$ cat src/assert_macros.svh
// Assertion macros for the RTL file that carries concurrent checks.
`ifndef ASSERT_MACROS_SVH
`define ASSERT_MACROS_SVH

// Clocked implication check, disabled while reset is asserted.
`define CHK_IMPLY(label, clk, rst_n, prop) \
	label: assert property (@(posedge clk) disable iff (!rst_n) prop) \
		else $error("implication check failed");

// Clocked check that a condition never holds outside reset.
`define CHK_NEVER(label, clk, rst_n, cond) \
	label: assert property (@(posedge clk) disable iff (!rst_n) !(cond)) \
		else $error("forbidden condition seen");

`endif

$ cat src/gsgc_pkg.sv
// Shared types of the grid spot geodesic check.
package gsgc_pkg;

	// Neighbor directions, visited in this order for each dequeued pixel.
	typedef enum logic [1:0] {
		DIR_UP    = 2'd0,
		DIR_DOWN  = 2'd1,
		DIR_LEFT  = 2'd2,
		DIR_RIGHT = 2'd3
	} dir_t;

	localparam int GRID_SIDE_W = 7;

endpackage

$ cat src/gsgc_nbr.sv
// Neighbor address generator: one of the four grid neighbors of a pixel.
module gsgc_nbr #(
	parameter int CW = 6,
	parameter int SW = 7,
	parameter int AW = 12
) (
	input  gsgc_pkg::dir_t   dir,
	input  logic [AW-1:0]    cur_idx,
	input  logic [CW-1:0]    cur_row,
	input  logic [CW-1:0]    cur_col,
	input  logic [SW-1:0]    side,
	output logic             ok,
	output logic [AW-1:0]    idx,
	output logic [CW-1:0]    row,
	output logic [CW-1:0]    col
);

	logic [AW-1:0] stride;

	assign stride = AW'(side);

	always_comb begin
		ok  = 1'b0;
		idx = cur_idx;
		row = cur_row;
		col = cur_col;
		case (dir)
			gsgc_pkg::DIR_UP: begin
				ok  = (cur_row != '0);
				idx = cur_idx - stride;
				row = cur_row - CW'(1);
			end
			gsgc_pkg::DIR_DOWN: begin
				ok  = ((SW'(cur_row) + SW'(1)) < side);
				idx = cur_idx + stride;
				row = cur_row + CW'(1);
			end
			gsgc_pkg::DIR_LEFT: begin
				ok  = (cur_col != '0);
				idx = cur_idx - AW'(1);
				col = cur_col - CW'(1);
			end
			gsgc_pkg::DIR_RIGHT: begin
				ok  = ((SW'(cur_col) + SW'(1)) < side);
				idx = cur_idx + AW'(1);
				col = cur_col + CW'(1);
			end
			default: begin
				ok = 1'b0;
			end
		endcase
	end

endmodule

$ cat config.mk
export PLATFORM = sky130hd
export DESIGN_NAME = gsgc_nbr
export DESIGN_NICKNAME = d
export VERILOG_FILES = /design/src/assert_macros.svh /design/src/gsgc_pkg.sv /design/src/gsgc_nbr.sv
export SDC_FILE = /design/constraint.sdc
export NUM_CORES = 1
export LEC_CHECK = 0
export ABC_AREA = 1
export BUFFER_PORTS_ARGS = -buffer_cell sky130_fd_sc_hd__clkbuf_2
export CORE_UTILIZATION = 45
export DETAILED_ROUTE_END_ITERATION = 12
export PLACE_DENSITY_LB_ADDON = 0.08
export SYNTH_ARGS = -nofsm -noshare
export SYNTH_HDL_FRONTEND = slang
export SYNTH_SLANG_ARGS = --single-unit
$ cat constraint.sdc
create_clock -name vclk -period 1.8
set_clock_uncertainty 0.2 [all_clocks]
set_input_delay 0.09 -clock vclk [all_inputs]
set_output_delay 0.09 -clock vclk [all_outputs]
set_load 0.005 [all_outputs]
==> results of run 1 <==
==> routing by layer <==
| metal | part of all wire (%) | vias up |
|---|---|---|
| li1 | - | 1342 |
| met1 | 40 | 1133 |
| met2 | 55 | 57 |
| met3 | 2.7 | 14 |
| met4 | 1.8 | 0 |
| met5 | 0 | - |
==> power groups by stage <==
stage	clock network (mW)	registers, mW	logic (mW)
floorplan	0	0	0.489
global placement	0	0	0.845
detailed placement	0	0	0.858
CTS	0	0	0.976
global route	0	0	1.22
finish	0	0	1.09
==> repair_timing <==
| item | 4_1_cts | 5_1_grt |
|---|---|---|
| buffers inserted | 4 | 4 |
| gates resized for setup | 70 | 69 |
| setup endpoints to repair | 19 | 18 |
| pin swaps | 28 | 43 |
==> metrics by stage <==
step | total power, mW | area [um^2] | setup slack [ns] | hold WS (ns) | TNS [ns]
after floorplan | 0.4893 | 1969 | -0.05123 | 0.03542 | -0.09654
after global placement | 0.8450 | 2740 | -0.4582 | 0.2716 | -4.906
after detailed placement | 0.8585 | 2740 | -0.4809 | 0.2775 | -5.236
after CTS | 0.9762 | 3073 | -0.3418 | 0.2773 | -2.512
after global routing | 1.219 | 3303 | -0.5677 | 0.2851 | -5.320
final | 1.087 | 3303 | -0.3703 | 0.2755 | -3.156
==> synth_stat cells <==
master	number
a21o_1	2
a21oi_1	16
a31oi_1	1
and2_1	2
buf_2	2
buf_4	2
fa_1	3
ha_1	37
inv_1	55
inv_2	3
nand2_1	109
nand2_2	2
nand3_1	26
nand3b_1	3
nand4_1	8
nor2_1	31
nor2_2	1
nor3_1	2
nor3b_1	2
o21ai_0	9
o21ai_1	1
o21bai_1	2
o22ai_1	2
o31ai_1	1
or2_0	1
or2_2	1
xnor2_1	2
xor2_1	19
==> worst min path at each step <==
stage,depth (start not counted),startpoint,endpoint,slack (ns)
after global placement,3,cur_idx[0],idx[0],0.27
after global routing,3,cur_idx[0],idx[0],0.29
final,3,cur_idx[0],idx[0],0.28
after detailed placement,3,cur_idx[0],idx[0],0.28
after CTS,3,cur_idx[0],idx[0],0.28
after floorplan,1,cur_col[0],col[0],0.04
==> logic make-up after synthesis <==
| family | Yosys count | synth area share (%) |
|---|---|---|
| buf+inv | 62 | 12.56 |
| compound gates | 34 | 9.644 |
| fa+ha+maj | 40 | 27.05 |
| xor+xnor | 21 | 9.515 |
| simple gates | 188 | 41.23 |
==> tightest hold or removal path: cells and delay by family <==
kind	cells	cell delay (ns)
adder cells (fa/ha/maj)	1	0.12
buffers and inverters	2	0.18
==> layout make-up <==
type,count,share of cell area (%)
Inverter,58,7.386
Tap cell,50,1.894
Timing Repair Buffer,123,27.35
Multi-Input combinational cell,283,63.37
==> results.json, run 1 <==
{
  "outcome": "finished with violations",
  "violations": "negative setup slack",
  "regArea_um2": 0,
  "rows": 23,
  "syn-instance-count": 345,
  "timing.final.crit_share_pct": 120.6,
  "fin_util_pct": 81.41,
  "grtUsageMet3_pct": 1.351,
  "path_max_fanout": 4,
  "n_fill_cell": 284,
  "final_common_cell": "nand2_1",
  "critPathCapture": "idx[11]",
  "gp_congestion": 0.8849,
  "slowest_delay_ns": 0.33,
  "synthTopCellsByArea": "ha_1 24%, nand2_1 21%, inv_1 11%",
  "synth.largest_area_cell": "ha_1",
  "rsz0062_at_grt": "yes",
  "worst_setup_path_end_kind": "output pin",
  "dieHeight_um": 67.54,
  "grt_use_met2_pct": 56.31,
  "busiest_layer": "met2",
  "initial_core_util_pct": 47.64,
  "portBuffers": 58,
  "internal_power_mw": 0.5356,
  "die_area_um2": 4562,
  "ctsHoldBuffers": 0,
  "clockPowerShare_pct": 0,
  "slew_headroom_pct": 84.47,
  "tightest_slew_ns": 0.2329,
  "syn_nets": 418,
  "antenna_found_initial": 0,
  "synth_top_area_share_pct": 23.95,
  "synthesis.area_um2": 1933,
  "critPathLaunchType": "input port",
  "multi_input_area_um2": 2093,
  "clkbuf_count": 0,
  "slew_violations": 0,
  "areaGrowthSynthToFinish_pct": 70.87,
  "critical_path_class": "in -> out",
  "ys_seq_area_share_pct": 0,
  "ys_warn_count": 0,
  "use_met1_pct": 26.87,
  "crit_family": "simple AND/OR/NAND/NOR gates",
  "final.setup.worst_slack_ns": -0.3703,
  "nNetsFinal": 539,
  "grt_pass1_vias": 2455,
  "p_leak_nw": 1.827,
  "vias": 2546,
  "ir_worst_vdd_mv": 0.1619,
  "finalNonFillerCells": 514,
  "crit_cells": 19,
  "vias_per_cell": 4.953,
  "cellPowerDensity_nw_per_um2": 329.0,
  "n_antenna_cell": 0,
  "cp_common_cell": "nand2_1",
  "maxCapViolations": 0,
  "critPathBufInv": 4,
  "power.share.combinational_pct": 100.0,
  "drive_above_1_share_pct": 45.69,
  "switching_share_pct": 50.71,
  "routedWlPerCell_um": 12.10,
  "grt_max_degree": 12,
  "critPathRequiredTime_ns": 1.51,
  "power_switching_mw": 0.5510,
  "min_period_ns": 2.170,
  "grt_pass1_wl_mm": 9.570,
  "core_um2": 4058,
  "ios": 58,
  "seqPwrFrac_pct": 0,
  "final_cell_mix": "85 x nand2_1, 57 x buf_4, 46 x inv_1",
  "dp_hpwl_mm": 4.595,
  "synth.distinct_cells": 28,
  "fmax_mhz": 460.8,
  "drc": 0,
  "syn_area_per_cell_um2": 5.603,
  "finalHoldViolations": 0,
  "arrival_ns": 1.88,
  "grt.total_usage_pct": 26.49,
  "wl_mm": 6.219,
  "die_width_um": 67.54,
  "drt_iter0_markers": 61,
  "slowest_stage": "ha_2",
  "overflow": 0,
  "ant_nets": 0,
  "seq_cells": 0,
  "worstHoldPathType": "in -> out",
  "path_cells": "clkbuf_16 > inv_16 > ha_4 > inv_2 > nor2_4 > nand2_2 > xor2_1 > a21oi_1 > ha_2 > nand2_1 > nand2_1 > nand2_1 > nand2_2 > nand2_2 > nand2_1 > nor2_1 > nand2_1 > nand2_1 > buf_2",
  "place_inst": 508,
  "setup_viol": 17,
  "startpoint": "side[1]",
  "drt-pass1-iter-count": 4
}
(Power assumes the default switching activity.)
==> inputs of run 2 (changes only) <==
--- a/config.mk
+++ b/config.mk
@@ -5,7 +5,7 @@
 export SDC_FILE = /design/constraint.sdc
 export NUM_CORES = 1
 export LEC_CHECK = 0
-export ABC_AREA = 1
+export ABC_AREA = 0
 export BUFFER_PORTS_ARGS = -buffer_cell sky130_fd_sc_hd__clkbuf_2
 export CORE_UTILIZATION = 45
 export DETAILED_ROUTE_END_ITERATION = 12
==> run 2 against run 1 <==
Highest routed layer unchanged. The run still ends with negative setup slack left. Sequential share of layout area is the same. First-iteration DRC count grew to 6.9 times the previous value. Global-route usage grew 8.4 points. Largest power group unchanged. Synthesized cell count shrank 30%. Via count grew 15%. Combinational power grew 23%.
==> results.json, run 2 <==
{
  "rows": 22,
  "path_max_fanout": 4,
  "timing.final.crit_share_pct": 162.3,
  "slew_violations": 0,
  "busiest_layer": "met2",
  "synthesis.area_um2": 1719,
  "n_fill_cell": 96,
  "ys_warn_count": 0,
  "multi_input_area_um2": 2146,
  "wl_mm": 9.900,
  "n_antenna_cell": 0,
  "slowest_delay_ns": 0.55,
  "ctsHoldBuffers": 0,
  "slowest_stage": "or4_4",
  "grt_pass1_wl_mm": 11.43,
  "grt_pass1_vias": 2680,
  "rsz0062_at_grt": "yes",
  "grtUsageMet3_pct": 4.107,
  "min_period_ns": 2.921,
  "areaGrowthSynthToFinish_pct": 103.9,
  "dp_hpwl_mm": 4.702,
  "synthTopCellsByArea": "ha_1 27%, xnor2_1 7.6%, nor2_1 5.7%",
  "final_common_cell": "buf_4",
  "finalHoldViolations": 0,
  "grt_max_degree": 11,
  "tns_ns": -9.158,
  "ys_seq_area_share_pct": 0,
  "use_met1_pct": 35.09,
  "gp_congestion": 0.8283,
  "seq_cells": 0,
  "final_cell_area_um2": 3505,
  "portBuffers": 58,
  "clkbuf_count": 0,
  "initial_core_util_pct": 46.96,
  "ir_worst_vdd_mv": 0.3242,
  "setup_viol": 18,
  "tightest_slew_ns": 0.3622,
  "final_cell_mix": "89 x buf_4, 37 x clkbuf_2, 23 x ha_1",
  "dpl_cell_area_um2": 2887,
  "violations": "negative setup slack",
  "preCtsSetupSlack_ns": -1.061,
  "ant_nets": 0,
  "slew_headroom_pct": 75.63,
  "core_um2": 3661,
  "die_width_um": 63.81,
  "routedWlPerCell_um": 22.40,
  "drt_iter0_markers": 423,
  "vias_per_cell": 6.649,
  "outcome": "finished with violations",
  "nNetsFinal": 469,
  "final.setup.worst_slack_ns": -1.121,
  "cellPowerDensity_nw_per_um2": 381.1,
  "synth.largest_area_cell": "ha_1",
  "drt-pass1-iter-count": 6,
  "p_leak_nw": 1.660,
  "regArea_um2": 0,
  "ios": 58,
  "ys_top_cells_by_count": "37 x ha_1, 26 x nor2_1, 17 x inv_1, 17 x nand2_1, 16 x a21oi_1",
  "antenna_found_initial": 0,
  "syn_area_per_cell_um2": 7.133,
  "yosysMostFrequentCell": "ha_1",
  "drive_above_1_share_pct": 59.39,
  "worstHoldPathType": "in -> out",
  "vias": 2939,
  "synth.distinct_cells": 46,
  "grt_use_met2_pct": 69.28,
  "fmax_mhz": 342.4,
  "synth_top_area_share_pct": 26.93,
  "critical_path_class": "in -> out",
  "syn-instance-count": 241,
  "overflow": 0,
  "syn_nets": 314,
  "die_area_um2": 4072,
  "critPathLaunchType": "input port",
  "maxCapViolations": 0,
  "dieHeight_um": 63.81,
  "arrival_ns": 2.63,
  "path_cells": "clkbuf_16 > nor3_4 > a21oi_1 > o32ai_1 > ha_1 > or4_4 > o21ai_2 > a31oi_1 > or4_1 > nand4_1 > clkbuf_2",
  "worst_setup_path_end_kind": "output pin",
  "critPathRequiredTime_ns": 1.51,
  "grt.total_usage_pct": 34.93,
  "drc": 0
}
==> run 2: where the power goes <==
| part | internal (mW) | switching, mW |
|---|---|---|
| Sequential | 0 | 0 |
| Combinational | 0.678 | 0.658 |
| Clock | 0 | 0 |
==> run 2: kinds of logic (layout without fill, tap and decap cells) <==
kind of cell,count (synthesis),in the layout,synth area share (%)
AO/OA/AOI/OAI,70,70,27.80
buffers and inverters,22,175,5.022
AND/OR/NAND/NOR,83,83,23.36
adder cells (fa/ha/maj),40,40,30.42
multiplexers,1,1,0.6550
XOR/XNOR,25,25,12.74
==> run 2: path summary, 6_finish.rpt <==
kind                        from  endpoint  slack [ns]  depth (start not counted)
worst max-delay path     side[1]   idx[10]       -1.12                         11
worst min-delay path  cur_idx[0]    idx[0]        0.31                          3
==> run 2: what timing repair did <==
action	in CTS	in global routing
setup endpoints to repair	19	19
resized for setup	59	58
pin swaps	35	39
buffers inserted	10	9
==> run 2: per-stage QoR <==
step | instances | total power [mW] | hold WS, ns | utilization [%]
2_1_floorplan | 241 | 0.5114 | 0.02992 | -
3_3_place_gp | 427 | 0.9307 | 0.2813 | 78.84
3_5_place_dp | 427 | 0.9618 | 0.2843 | 78.84
4_1_cts | 437 | 1.094 | 0.2827 | 89.03
5_1_grt | 442 | 1.401 | 0.3156 | 95.73
6_report | 442 | 1.336 | 0.3134 | 95.73
==> run 2: final cells by class <==
cell class | count | share of cell area (%)
multi-input cells | 219 | 61.23
repair buffers | 158 | 34.27
inverters | 17 | 2.785
well taps | 48 | 1.714
==> run 2: per-layer routing <==
layer / part of all wire, % / vias to the layer above / wire length (um)
li1: - / 1215 / -
met1: 34 / 1345 / 3342
met2: 49 / 268 / 4821
met3: 8.1 / 111 / 804
met4: 9.4 / 0 / 932
met5: 0 / - / 0
==> run 2: worst max-delay path, delay by kind of cell <==
| family | cells | cell delay [ns] |
|---|---|---|
| fa+ha+maj | 1 | 0.32 |
| compound gates | 4 | 0.56 |
| buf+inv | 2 | 0.27 |
| simple gates | 4 | 1.39 |
==> inputs of run 3 (changes only) <==
--- a/config.mk
+++ b/config.mk
@@ -5,11 +5,12 @@
 export SDC_FILE = /design/constraint.sdc
 export NUM_CORES = 1
 export LEC_CHECK = 0
-export ABC_AREA = 0
+export ABC_AREA = 1
 export BUFFER_PORTS_ARGS = -buffer_cell sky130_fd_sc_hd__clkbuf_2
-export CORE_UTILIZATION = 45
+export CORE_UTILIZATION = 50
 export DETAILED_ROUTE_END_ITERATION = 12
 export PLACE_DENSITY_LB_ADDON = 0.08
+export SKIP_LAST_GASP = 1
 export SYNTH_ARGS = -nofsm -noshare
 export SYNTH_HDL_FRONTEND = slang
 export SYNTH_SLANG_ARGS = --single-unit
==> run 3 against run 2 <==
The flow still finishes with violations (negative setup slack). Hold slack lost 0.020 ns. Flip-flop and latch count did not move. Worst setup slack improved by 0.66 ns. Clock-buffer cell count is the same. Non-clock buffer count shrank 40. Critical endpoint is now idx[9].
==> results.json, run 3 (synthesis gave the netlist of run 1 again) <==
{
  "outcome": "finished with violations",
  "violations": "negative setup slack",
  "critPathRequiredTime_ns": 1.51,
  "gp_congestion": 0.8197,
  "slowest_stage": "ha_1",
  "final_cell_area_um2": 3307,
  "die_width_um": 64.18,
  "worstHoldPathType": "in -> out",
  "dieHeight_um": 64.18,
  "ant_nets": 0,
  "p_leak_nw": 1.811,
  "path_cells": "clkbuf_16 > inv_16 > ha_4 > inv_2 > nor2_4 > nand2_1 > xor2_1 > a21oi_1 > ha_1 > nand2_1 > nand2_2 > buf_4 > inv_2 > nand2_1 > nand2_1 > nand3_1 > nand2_1 > nand2_1 > clkbuf_2",
  "n_fill_cell": 178,
  "critPathLaunchType": "input port",
  "cp_common_cell": "nand2_1",
  "critPathCapture": "idx[9]",
  "nNetsFinal": 534,
  "path_max_fanout": 4,
  "ir_worst_vdd_mv": 0.2202,
  "seq_cells": 0,
  "drt-pass1-iter-count": 7,
  "final_cell_mix": "85 x nand2_1, 52 x buf_4, 45 x inv_1",
  "drive_above_1_share_pct": 45.53,
  "clkbuf_count": 0,
  "routedWlPerCell_um": 16.74,
  "worst_setup_path_end_kind": "output pin",
  "core_um2": 3689,
  "cellPowerDensity_nw_per_um2": 354.2,
  "ios": 58,
  "grt_pass1_wl_mm": 10.75,
  "regArea_um2": 0,
  "initial_core_util_pct": 52.41,
  "areaGrowthSynthToFinish_pct": 71.07,
  "grt_pass1_vias": 2595,
  "tns_ns": -4.244,
  "maxCapViolations": 0,
  "slew_violations": 0,
  "fmax_mhz": 443.2,
  "ctsHoldBuffers": 0,
  "arrival_ns": 1.97,
  "grt_max_degree": 12,
  "crit_cells": 19,
  "startpoint": "side[1]",
  "final_common_cell": "nand2_1",
  "wl_mm": 8.487,
  "final.setup.worst_slack_ns": -0.4562,
  "drt_iter0_markers": 160,
  "slew_headroom_pct": 82.99,
  "finalHoldViolations": 0,
  "tightest_slew_ns": 0.2524,
  "vias": 2919,
  "overflow": 0,
  "min_period_ns": 2.256,
  "crit_family": "simple AND/OR/NAND/NOR gates",
  "rows": 22,
  "place_inst": 500,
  "dp_hpwl_mm": 4.766,
  "dpl_cell_area_um2": 2693,
  "grt.total_usage_pct": 31.95,
  "antenna_found_initial": 0,
  "critical_path_class": "in -> out",
  "portBuffers": 58,
  "finalNonFillerCells": 507,
  "timing.final.crit_share_pct": 125.3,
  "rsz0062_at_grt": "yes",
  "die_area_um2": 4119,
  "drc": 0,
  "critPathBufInv": 6,
  "n_antenna_cell": 0,
  "slowest_delay_ns": 0.29,
  "vias_per_cell": 5.757,
  "setup_viol": 15
}
run 3: cell types whose count changed in the layout (fill, tap and decap cells not counted), sizes merged, moves of 8 or more:
cell,previous run,this run
nand2,17,111
buf,116,73
inv,16,58
nand3,8,26
xnor2,15,2
xor2,10,19
a31oi,9,1
nor3,10,2
run 3: worst min-delay path by stage:
stage | start | end | cells after the start
after detailed placement | cur_idx[0] | idx[0] | 3
after global placement | cur_idx[0] | idx[0] | 3
after CTS | cur_idx[0] | idx[0] | 3
final | cur_idx[0] | idx[0] | 3
after floorplan | cur_col[0] | col[0] | 1
after global routing | cur_idx[0] | idx[0] | 3
run 3: layout make-up:
type / instances / area, um^2 / area share (%)
Timing Repair Buffer: 118 / 889.6 / 26.90
Tap cell: 48 / 60.06 / 1.816
Inverter: 58 / 244.0 / 7.378
Multi-Input combinational cell: 283 / 2113 / 63.90
run 3: routing by layer:
layer	routed length [um]	global-route usage (%)	share of wire, %
met5	0	0	0
met2	4225	65.82	50
met3	568	1.607	6.7
met1	2975	33.86	35
met4	718	9.722	8.5
run 3: power breakdown:
group | total (mW) | internal, mW | leakage [nW] | switching, mW
Combinational | 1.17 | 0.549 | 1.81 | 0.623
Sequential | 0 | 0 | 0 | 0
Clock | 0 | 0 | 0 | 0
Total | 1.17 | 0.549 | 1.81 | 0.623
run 3: through the flow:
step                      util (%)  hold WS, ns  worst slack [ns]  total power, mW
after floorplan                  -      0.03542          -0.05123           0.4893
after global placement       73.00       0.2719           -0.4759           0.8297
after detailed placement     73.00       0.2855           -0.4941           0.8522
after CTS                    82.36       0.2857           -0.3454           0.9684
after global routing         89.65       0.3078           -0.6048            1.253
final                        89.65       0.2932           -0.4562            1.171
run 3: tightest hold or removal path: stages:
cell and delay [ns]:
clkbuf_2 0.08, ha_1 0.12, clkbuf_2 0.11
run 3: timing repair:
action                     4_1_cts  5_1_grt
setup endpoints to repair       20       17
pin swaps                       25       37
buffers inserted                 3        4
gates resized for setup         70       71
